--- config.mk ---
export PLATFORM = sky130hd
export DESIGN_NAME = skt_queue
export DESIGN_NICKNAME = d
export VERILOG_FILES = /design/src/rtl/core/skt_pkg.sv /design/src/rtl/core/skt_queue.sv
export SDC_FILE = /design/constraint.sdc
export NUM_CORES = 1
export LEC_CHECK = 0
export BUFFER_PORTS_ARGS = -buffer_cell sky130_fd_sc_hd__buf_2
export CORE_UTILIZATION = 50
export CTS_CLUSTER_SIZE = 40
export DETAILED_ROUTE_END_ITERATION = 8
export GPL_TIMING_DRIVEN = 0
export PLACE_DENSITY_LB_ADDON = 0.1
export SYNTH_ARGS = -nofsm -noshare
export SYNTH_HDL_FRONTEND = slang
export SYNTH_SLANG_ARGS = --single-unit
--- constraint.sdc ---
create_clock -name clock -period 11.3 [get_ports clock]
set_input_delay 1.695 -clock clock [delete_from_list [all_inputs] [get_ports clock]]
set_output_delay 1.695 -clock clock [all_outputs]
set_load 0.01 [all_outputs]
--- src/rtl/core/skt_pkg.sv ---
`default_nettype none

package skt_pkg;

   localparam int KEY_W     = 64;
   localparam int MOVE_W    = 16;
   localparam int WEIGHT_W  = 16;
   localparam int LEARN_W   = 32;
   localparam int PAYLOAD_W = MOVE_W + WEIGHT_W + LEARN_W;
   localparam int INDEX_W   = 14;
   localparam int COUNT_W   = 15;

   localparam int DEF_TABLE_DEPTH = 16384;
   localparam int DEF_MAX_MATCHES = 64;

   // command queue between front and back end
   localparam int QUEUE_DEPTH = 2;

   // classified work item: keys and payloads already in numeric byte order
   typedef struct packed {
      logic                 is_probe;
      logic [INDEX_W-1:0]   addr;
      logic [KEY_W-1:0]     key;
      logic [PAYLOAD_W-1:0] payload;
   } cmd_type;

endpackage

`default_nettype wire

--- src/rtl/core/skt_queue.sv ---
`default_nettype none

module skt_queue (
   input  wire logic             clock,
   input  wire logic             reset,
   input  wire logic             push,
   input  wire skt_pkg::cmd_type push_data,
   output logic                  full,
   input  wire logic             pop,
   output logic                  empty,
   output skt_pkg::cmd_type      pop_data
);

   localparam int PW = (skt_pkg::QUEUE_DEPTH > 1) ? $clog2(skt_pkg::QUEUE_DEPTH) : 1;
   localparam int FW = $clog2(skt_pkg::QUEUE_DEPTH + 1);

   skt_pkg::cmd_type entries_ff [skt_pkg::QUEUE_DEPTH];
   logic [PW-1:0]    wr_ptr_ff, wr_ptr_in;
   logic [PW-1:0]    rd_ptr_ff, rd_ptr_in;
   logic [FW-1:0]    fill_ff, fill_in;
   logic             do_push, do_pop;

   assign full     = (fill_ff == FW'(skt_pkg::QUEUE_DEPTH));
   assign empty    = (fill_ff == '0);
   assign pop_data = entries_ff[rd_ptr_ff];
   assign do_push  = push && !full;
   assign do_pop   = pop && !empty;

   always_comb begin
      wr_ptr_in = wr_ptr_ff;
      rd_ptr_in = rd_ptr_ff;
      fill_in   = fill_ff;
      if (do_push) begin
         wr_ptr_in = (wr_ptr_ff == PW'(skt_pkg::QUEUE_DEPTH - 1)) ? '0 : wr_ptr_ff + 1'b1;
      end
      if (do_pop) begin
         rd_ptr_in = (rd_ptr_ff == PW'(skt_pkg::QUEUE_DEPTH - 1)) ? '0 : rd_ptr_ff + 1'b1;
      end
      if (do_push && !do_pop) begin
         fill_in = fill_ff + 1'b1;
      end else if (do_pop && !do_push) begin
         fill_in = fill_ff - 1'b1;
      end
   end

   always_ff @(posedge clock) begin
      if (reset) begin
         wr_ptr_ff <= '0;
         rd_ptr_ff <= '0;
         fill_ff   <= '0;
      end else begin
         wr_ptr_ff <= wr_ptr_in;
         rd_ptr_ff <= rd_ptr_in;
         fill_ff   <= fill_in;
      end
   end

   always_ff @(posedge clock) begin
      if (do_push) begin
         entries_ff[wr_ptr_ff] <= push_data;
      end
   end

endmodule

`default_nettype wire

==> results of run 1 <==
-- synth_stat cells (all sizes together) --
cell type and instances:
a21oi 2, or3 2, mux2 143, xor2 3, buf 16, dfxtp 5, and2 1, ha 1
edfxtp 286, o21ai 3, nor2 5, inv 2, nor2b 1
-- worst max-delay path by stage --
stage / endpoint / cells past startpoint
global route: pop_data[76] / 5
floorplan: entries_ff[1][0] / 3
finish: pop_data[119] / 5
global placement: entries_ff[1][81] / 4
CTS: pop_data[112] / 5
detailed placement: entries_ff[0][86] / 5
-- flip-flops by register name, summed over array words and instances (netlist names), named ones only --
name        count
rd_ptr_ff       1
fill_ff         2
wr_ptr_ff       1
entries_ff    286
-- power breakdown --
part	internal [mW]	leakage, nW	switching, mW
clock	0.560	0.458	0.370
combinational	0.397	2.10	0.411
sequential	1.36	2.71	0.0337
-- stage by stage --
stage	std cells	instance area [µm²]	utilization (%)	power [mW]
after floorplan	470	10800	-	1.95
after global placement	1036	12600	59.8	2.23
after detailed placement	1039	12700	60.3	2.23
after CTS	1092	13600	64.7	3.17
after global routing	1092	13600	64.7	3.26
final	1096	13600	64.7	3.13
-- area by class of cell --
cell class	instances	area (µm²)
antenna	4	10.0
buffer	16	136
clock buffer	35	748
clock inverter	18	185
fill	1505	7440
inverter	2	12.5
multi-input combinational	161	1990
sequential	291	8690
tap	275	344
timing repair buffer	294	1540
-- worst register-to-register path, delay by kind of cell (launching register included) --
kind                   cells  cell delay, ps
AND/OR/NAND/NOR            2             490
buffers and inverters      2             850
flip-flops                 1             440
-- cell families (layout without fill, tap and decap cells) --
family,Yosys count,in the layout,share of synthesized area (%)
multiplexers,143,143,17.3
other,0,4,0
adder cells (fa/ha/maj),1,1,0.116
flip-flops,291,291,80.3
XOR/XNOR,3,3,0.243
buffers and inverters,18,365,1.33
AO/OA/AOI/OAI,5,5,0.231
AND/OR/NAND/NOR,9,9,0.428
-- per-layer routing --
metal / track usage (%) / up-vias / share of wire [%]
met3: 6.61 / 36 / 11
met1: 20.6 / 2694 / 37
li1: - / 2522 / -
met2: 30.0 / 220 / 50
met5: 0 / - / 0.095
met4: 5.26 / 4 / 2.1
==> reports/summary.txt, run 1 <==
outcome = completed
buffers from clock root to sink, at most = 3
number of detailed-route iterations in the first pass = 4
slew of the pin with the lowest slew margin = 559 ps
width of the die = 149 µm
HPWL reported at the end of detailed placement = 13,700 µm
final critical-path share of the clock period = 31.6%
Top cell by count, worst path = buf_6
total vias in the final route = 5,476
layout-stage area growth over the synthesis result = 26.2%
number of nets in the finished design = 943
count of distinct cell types in the synthesized netlist = 15
critical-path cell list = buf_6 -> buf_6 -> buf_6 -> mux2_4 -> buf_2
Leak Pwr = 5.27 nW
number of design-rule violations left by the first detailed-router iteration = 152
number of gates resized after CTS = 0
power density normalized to cell area = 229 nW/µm²
hold violation total from the final report = 0
Clock Tree Root = clkbuf_16
sequential share of the synthesized area = 80.3%
setup repair after global routing missed its margin = no
cells taking the most area after synthesis = edfxtp_1, mux2_4, mux2_2, buf_6, dfxtp_1
largest area contributor in the netlist = edfxtp_1
quantity of hold-fixing buffers added after cts = 0
Maximum Capacitance Violations = 0
startpoint kind of the worst setup timing path = flop
Clock transition at path regs = 60 ps
initial antenna violation count = 5
startpoint of the lowest-slack hold path = rd_ptr_ff
worst reg2reg endpoint = entries_ff[0][74]
worst setup slack after layout = 7730 ps
floorplan row count = 53
critical path start-end classification = flop to primary output
fraction of post-synthesis cell area in the top cell type by area = 79.4%
number of endpoints failing setup at the final stage = 0
Clock Skews = 7.00 ps
maximum clock rate = 0.280 GHz
wire length of the first global-routing pass = 29,800 µm
leading cell types in the layout, fill and taps excluded = buf_2, edfxtp_1, mux2_2
DRC Markers = 0
remaining number of nets flagged by the antenna check after routing = 0
gate count of the mapped netlist = 470
type of destination of the critical path = primary output
largest delay contributor family on the critical path = buffers and inverters
I/O pin total = 292
largest net degree at the start of global routing = 92
highest net fanout along the worst path = 10
maximum VDD drop = 0.166 mV
Routed WL per cell = 18.2 µm
initial core utilization = 51.3%
worst slack, placed = 7720 ps
total routing resource utilization after global routing = 17.6%
beginning of the worst register-to-register path = fill_ff[0]
via count of the first global-routing pass = 5,736
drt via density = 5.00
number of nets in the synthesized netlist = 618
Critical-path top delay cell = dfxtp_1
Routed Wire Length = 20,000 µm
clock latency of the later-clocked register in the worst-skew pair = 520 ps
routability congestion estimate = 0.734
accumulated negative setup slack = 0 ps
Die Area = 22,200 µm²
critical path required time = 9610 ps
grt total ovfl = 0
synth warn = 0
headroom to the max-slew limit = 62.7%
die span in y = 149 µm
CTS buffer count = 29
most common cell after layout, fill and taps aside = buf_2
proportion of layout cells with a drive suffix above 1 = 60.8%
peak per-stage delay on the critical path = 320 ps
synthesis-stage register bit count = 291
Avg Inst Size Synth = 23.0 µm²
worst hold path depth = 2
Hold Slack = 517 ps
buffer count from post-CTS setup fixing = 0
flop-to-flop setup slack = 9050 ps
CTS tree = done
Cell Area, Synth = 10,800 µm²
number of clock sinks = 291
number of pins exceeding their max-slew limit in the final report = 0
PortBufs = 291
shortest period the worst path allows = 3570 ps
core area = 21,100 µm²
worst path buffer plus inverter count = 4
H-tree levels = 1
classification of the worst-slack hold path = flop to flop
Worst R2R Path Depth = 4
Worst Path Arrival = 1870 ps
Power figures use the tool's default switching activity.
==> run 2, diff against run 1 <==
clock period = 3.3 ns   (was 11.3 ns; I/O delays follow)
==> run 2 against run 1 <==
Clock skew grew 1.2 ps; critical path depth is 1 higher; core utilization rose by 0.62 points; wire length down 1.1%; sequential share of layout area is 0.61 points lower; final cell count increased by 0.18%; critical endpoint is now entries_ff[0][52]; largest power group unchanged.
==> reports/summary.txt, run 2 (same netlist as run 1, synthesis figures left out) <==
outcome = completed
Internal Power = 8.17 mW (+250%)
grt total ovfl = 0 (unchanged)
PortBufs = 291 (unchanged)
worst hold path depth = 1 (-1)
buffer count from post-CTS setup fixing = 0 (unchanged)
H-tree levels = 1 (unchanged)
via count of the first global-routing pass = 5,724 (-0.21%)
critical path required time = 3510 ps (-6100 ps)
drt via density = 4.88 (-2.4%)
number of gates resized after CTS = 0 (unchanged)
total vias in the final route = 5,356 (-2.2%)
routability congestion estimate = 0.742 (+1.1%)
floorplan row count = 53 (unchanged)
quantity of hold-fixing buffers added after cts = 0 (unchanged)
Comb power frac = 25.5% (-0.3 points)
shortest period the worst path allows = 2400 ps
wire length of the first global-routing pass = 29,600 µm (-0.69%)
worst setup slack after layout = 896 ps (-6840 ps)
area taken by flip-flops and latches = 8690 µm² (unchanged)
width of the die = 149 µm (unchanged)
largest registers = entries_ff: 286 flops, fill_ff: 2 flops
cell area after placement = 12,800 µm² (+0.40%)
core area = 21,100 µm² (unchanged)
total routing resource utilization after global routing = 17.6% (+0.026 points)
Worst Path Arrival = 2610 ps (+740 ps)
critical path start-end classification = flop to flop
number of pins exceeding their max-slew limit in the final report = 0 (unchanged)
peak per-stage delay on the critical path = 410 ps (+90 ps)
CTS tree = done
clock latency of the later-clocked register in the worst-skew pair = 530 ps (about the same)
fraction of power consumed by sequential logic = 43.3% (-1.1 points)
Clock transition at path regs = 60 ps (about the same)
register bank with the most flops = entries_ff
startpoint kind of the worst setup timing path = flop
Clk pwr share = 31.2% (+1.5 points)
most common cell after layout, fill and taps aside = buf_2
Top cell by count, worst path = buf_12
initial antenna violation count = 5 (unchanged)
buffers from clock root to sink, at most = 3 (unchanged)
classification of the worst-slack hold path = input pin to flop
flip-flop count of the largest register after layout = 286 (unchanged)
design area = 13,800 µm² (+0.96%)
slew of the pin with the lowest slew margin = 548 ps (-10.7 ps)
layout-stage area growth over the synthesis result = 27.4%
multi-input combinational cell area = 1990 µm² (unchanged)
Critical-path top delay cell = clkinvlp_4
Die Area = 22,200 µm² (unchanged)
Routed WL per cell = 18.0 µm (-1.3%)
maximum VDD drop = 0.513 mV (+210%)
accumulated negative setup slack = 0 ps (unchanged)
power density normalized to cell area = 796 nW/µm² (+250%)
Clock Skews = 8.22 ps (+1.22 ps)
Worst R2R Path Depth = 6 (+2)
number of clock sinks = 291 (unchanged)
number of nets in the finished design = 946 (+0.32%)
Routed Wire Length = 19,700 µm (-1.1%)
headroom to the max-slew limit = 63.4% (+0.63 points)
number of detailed-route iterations in the first pass = 4 (unchanged)
Maximum Capacitance Violations = 0 (unchanged)
maximum clock rate = 0.416 GHz
DRC Markers = 0 (unchanged)
total power consumption of the routed design = 11.0 mW (+250%)
number of design-rule violations left by the first detailed-router iteration = 202 (+33%)
CTS buffer count = 29 (unchanged)
hold violation total from the final report = 0 (unchanged)
final critical-path share of the clock period = 72.8%
critical-path cell list = nor2b_2 -> or3_1 -> clkinvlp_4 -> buf_12 -> buf_12 -> buf_12
Fillers = 1,465 (-2.7%)
I/O pin total = 292 (unchanged)
highest net fanout along the worst path = 41 (+31)
net switching share of the total power = 25.5% (-0.53 points)
remaining number of nets flagged by the antenna check after routing = 0 (unchanged)
type of destination of the critical path = flop
largest net degree at the start of global routing = 68 (-26%)
proportion of layout cells with a drive suffix above 1 = 61.3% (+0.51 points)
Clock Tree Root = clkbuf_16
number of endpoints failing setup at the final stage = 0 (unchanged)
P_sw = 2.80 mW (+240%)
Leak Pwr = 5.33 nW (+1.1%)
leading cell types in the layout, fill and taps excluded = buf_2, edfxtp_1, mux2_2
initial core utilization = 51.3% (unchanged)
HPWL reported at the end of detailed placement = 13,800 µm (+0.88%)
die span in y = 149 µm (unchanged)
setup repair after global routing missed its margin = no
final cell utilization of the core = 65.3% (+0.62 points)
worst slack, placed = 719 ps (-7000 ps)
==> run 2: changes by cell type in the layout (fill, tap and decap cells not counted), sizes merged <==
cell / delta
buf: +3
bufinv: +3
clkbuf: -4
clkinv: +1
clkinvlp: +1
diode: -1
inv: -1
==> run 2: stage by stage <==
step | std cells | hold WS (ps)
floorplan | 470 | 452
global placement | 1036 | 468
detailed placement | 1042 | 489
CTS | 1095 | 124
global route | 1096 | 124
finish | 1098 | 150
==> run 2: worst paths after layout <==
| path | from | end | slack (ps) |
|---|---|---|---|
| setup / recovery | fill_ff[1] | entries_ff[0][52] | 900 |
| hold / removal | push_data[5] | entries_ff[0][5] | 150 |
| setup reg to reg | fill_ff[1] | entries_ff[0][52] | 900 |
| hold reg to reg | wr_ptr_ff | wr_ptr_ff | 500 |
==> run 2: layout make-up <==
| cell class | instances | area share (%) |
|---|---|---|
| Multi-Input combinational cell | 161 | 14.4 |
| Inverter | 2 | 0.0817 |
| Timing Repair Buffer | 297 | 11.5 |
| Tap cell | 275 | 2.50 |
| Antenna cell | 3 | 0.0545 |
| Clock inverter | 22 | 2.05 |
| Clock buffer | 31 | 5.32 |
| Sequential cell | 291 | 63.0 |
| Buffer | 16 | 0.990 |
==> run 2: worst max-delay path: cells and delay by family, from the launching register on <==
family | cells | cell delay, ps
buffers and inverters | 4 | 1160
AND/OR/NAND/NOR | 2 | 550
flip-flops | 1 | 340
==> run 2: power by group through the flow <==
| stage | Combinational, mW | Clock (mW) | Sequential (mW) |
|---|---|---|---|
| final | 2.80 | 3.43 | 4.75 |
| after floorplan | 1.80 | 0 | 4.84 |
| after detailed placement | 2.85 | 0 | 4.83 |
| after global placement | 2.72 | 0 | 4.88 |
| after CTS | 2.86 | 3.52 | 4.76 |
| after global routing | 3.01 | 3.64 | 4.79 |
==> run 2: per-layer routing <==
layer,part of all wire [%],wire length (µm),track usage (%)
met1,36,7180,19.7
met2,51,10000,30.6
met3,9.9,1950,6.97
met4,2.9,569,5.56
met5,0.12,23,0
==> run 3, diff against run 2 <==
clock period = 2.5 ns   (was 3.3 ns; I/O delays follow)
==> run 3 against run 2 <==
Clock skew shrank 2.2 ps; global-route usage rose by 0.12 points; core utilization is 0.35 points lower; setup slack got worse by 640 ps; sequential power grew 32%; final cell count about the same.
==> reports/summary.txt, run 3 (same netlist as run 1, synthesis figures left out) <==
final critical-path share of the clock period = 89.6%
I/O pin total = 292 (unchanged)
slew of the pin with the lowest slew margin = 700 ps (+152 ps)
number of gates resized after CTS = 0 (unchanged)
number of pins exceeding their max-slew limit in the final report = 0 (unchanged)
number of design-rule violations left by the first detailed-router iteration = 155 (-23%)
via count of the first global-routing pass = 5,650 (-1.3%)
critical path required time = 2120 ps (-1390 ps)
outcome = completed
largest net degree at the start of global routing = 56 (-18%)
Die Area = 22,200 µm² (unchanged)
Maximum Capacitance Violations = 0 (unchanged)
initial antenna violation count = 5 (unchanged)
number of clock sinks = 291 (unchanged)
flip-flop count of the largest register after layout = 286 (unchanged)
highest net fanout along the worst path = 10 (-76%)
Clock Tree Root = clkbuf_16
H-tree levels = 1 (unchanged)
most common cell after layout, fill and taps aside = buf_2
Worst Path Arrival = 1860 ps (-750 ps)
die span in y = 149 µm (unchanged)
power density normalized to cell area = 1030 nW/µm² (+30%)
Fillers = 1,491 (+1.8%)
wire length of the first global-routing pass = 29,800 µm (+0.72%)
startpoint kind of the worst setup timing path = flop
type of destination of the critical path = primary output
Clock transition at path regs = 60 ps (about the same)
total power consumption of the routed design = 14.2 mW (+29%)
drt via density = 4.91 (+0.75%)
Leak Pwr = 5.29 nW (-0.66%)
proportion of layout cells with a drive suffix above 1 = 61.4% (+0.075 points)
Hold Slack = 24.0 ps (-126 ps)
width of the die = 149 µm (unchanged)
buffers from clock root to sink, at most = 3 (unchanged)
CTS buffer count = 30 (+3.4%)
total vias in the final route = 5,391 (+0.65%)
remaining number of nets flagged by the antenna check after routing = 0 (unchanged)
Routed Wire Length = 19,900 µm (+0.65%)
routability congestion estimate = 0.725 (-2.3%)
maximum clock rate = 0.447 GHz
worst slack, placed = -141 ps (-860 ps)
Clock Skews = 5.98 ps (-2.24 ps)
setup repair after global routing missed its margin = no
Top cell by count, worst path = buf_6
leading cell types in the layout, fill and taps excluded = buf_2, edfxtp_1, mux2_2
clock latency of the later-clocked register in the worst-skew pair = 540 ps (about the same)
accumulated negative setup slack = 0 ps (unchanged)
classification of the worst-slack hold path = input pin to flop
largest registers = entries_ff: 286 flops, fill_ff: 2 flops
CTS tree = done
Critical-path top delay cell = dfxtp_1
initial core utilization = 51.3% (unchanged)
Routed WL per cell = 18.1 µm (+0.74%)
shortest period the worst path allows = 2240 ps
core area = 21,100 µm² (unchanged)
number of detailed-route iterations in the first pass = 4 (unchanged)
total routing resource utilization after global routing = 17.7% (+0.12 points)
non-filler instance count after layout = 1,097 (-0.091%)
quantity of hold-fixing buffers added after cts = 0 (unchanged)
peak per-stage delay on the critical path = 330 ps (-80 ps)
DRC Markers = 0 (unchanged)
HPWL reported at the end of detailed placement = 13,900 µm (+0.14%)
maximum VDD drop = 0.578 mV (+13%)
critical path start-end classification = flop to primary output
headroom to the max-slew limit = 53.1% (-10 points)
hold violation total from the final report = 0 (unchanged)
worst setup slack after layout = 261 ps (-636 ps)
layout-stage area growth over the synthesis result = 26.7%
critical-path cell list = buf_6 -> buf_6 -> buf_6 -> mux2_4 -> buf_2
floorplan row count = 53 (unchanged)
register bank with the most flops = entries_ff
number of endpoints failing setup at the final stage = 0 (unchanged)
PortBufs = 291 (unchanged)
number of nets in the finished design = 948 (+0.21%)
grt total ovfl = 0 (unchanged)
Cells after DPL = 1,041 (-0.096%)
## run 3: cell count changes in the layout (fill, tap and decap cells not counted), moves of 2 or more
| cell | before | now |
|---|---|---|
| dfxtp_2 | 0 | 2 |
| clkbuf_1 | 2 | 6 |
| clkinv_1 | 7 | 5 |
| dfxtp_1 | 5 | 3 |
| clkbuf_16 | 29 | 31 |
| bufinv_16 | 7 | 3 |
## run 3: cell type report
cell class | count | area (µm²) | share of cell area, %
antenna | 3 | 7.51 | 0.0548
buffer | 16 | 136 | 0.995
clock buffer | 37 | 798 | 5.82
clock inverter | 14 | 139 | 1.01
inverter | 2 | 11.3 | 0.0822
multi-input combinational | 161 | 2000 | 14.6
sequential | 291 | 8690 | 63.4
tap | 275 | 344 | 2.51
timing repair buffer | 297 | 1580 | 11.5
timing repair inverter | 1 | 5.00 | 0.0365
## run 3: timing repair
item                       4_1_cts  5_1_grt
cloned                           1        0
setup endpoints to repair       43       43
buffers inserted                 0        1
## run 3: routing by layer
layer  vias up  GRT usage (%)  share of wire (%)
li1       2533              -                  -
met1      2622           20.1                 37
met2       211           30.4                 51
met3        23           7.58                 11
met4         2           5.15                1.8
met5         -              0              0.065
## run 3: final timing paths
check                 startpoint                  to  slack, ps  cells after the start
setup / recovery            flop        pop_data[80]        260                      5
hold / removal    push_data[134]  entries_ff[1][134]         20                      1
setup reg to reg      fill_ff[1]   entries_ff[0][60]        380                      6
hold reg to reg        wr_ptr_ff           wr_ptr_ff        510                      2
## run 3: worst max-delay path: cells and delay by family (launching register included)
family / cells / cell delay, ps
DFF: 1 / 330
buffers and inverters: 4 / 670
muxes: 1 / 320
## run 3: stage by stage
| stage | util [%] | instance area [µm²] |
|---|---|---|
| 5_1_grt | 65.0 | 13700 |
| 6_report | 65.0 | 13700 |
| 3_3_place_gp | 59.9 | 12600 |
| 3_5_place_dp | 60.5 | 12700 |
| 2_1_floorplan | - | 10800 |
| 4_1_cts | 64.9 | 13700 |
## run 3: power by group
group / switching, mW / leakage, nW / internal (mW)
Sequential: 0.156 / 2.71 / 6.13
Combinational: 1.85 / 2.11 / 1.83
Clock: 1.66 / 0.463 / 2.54
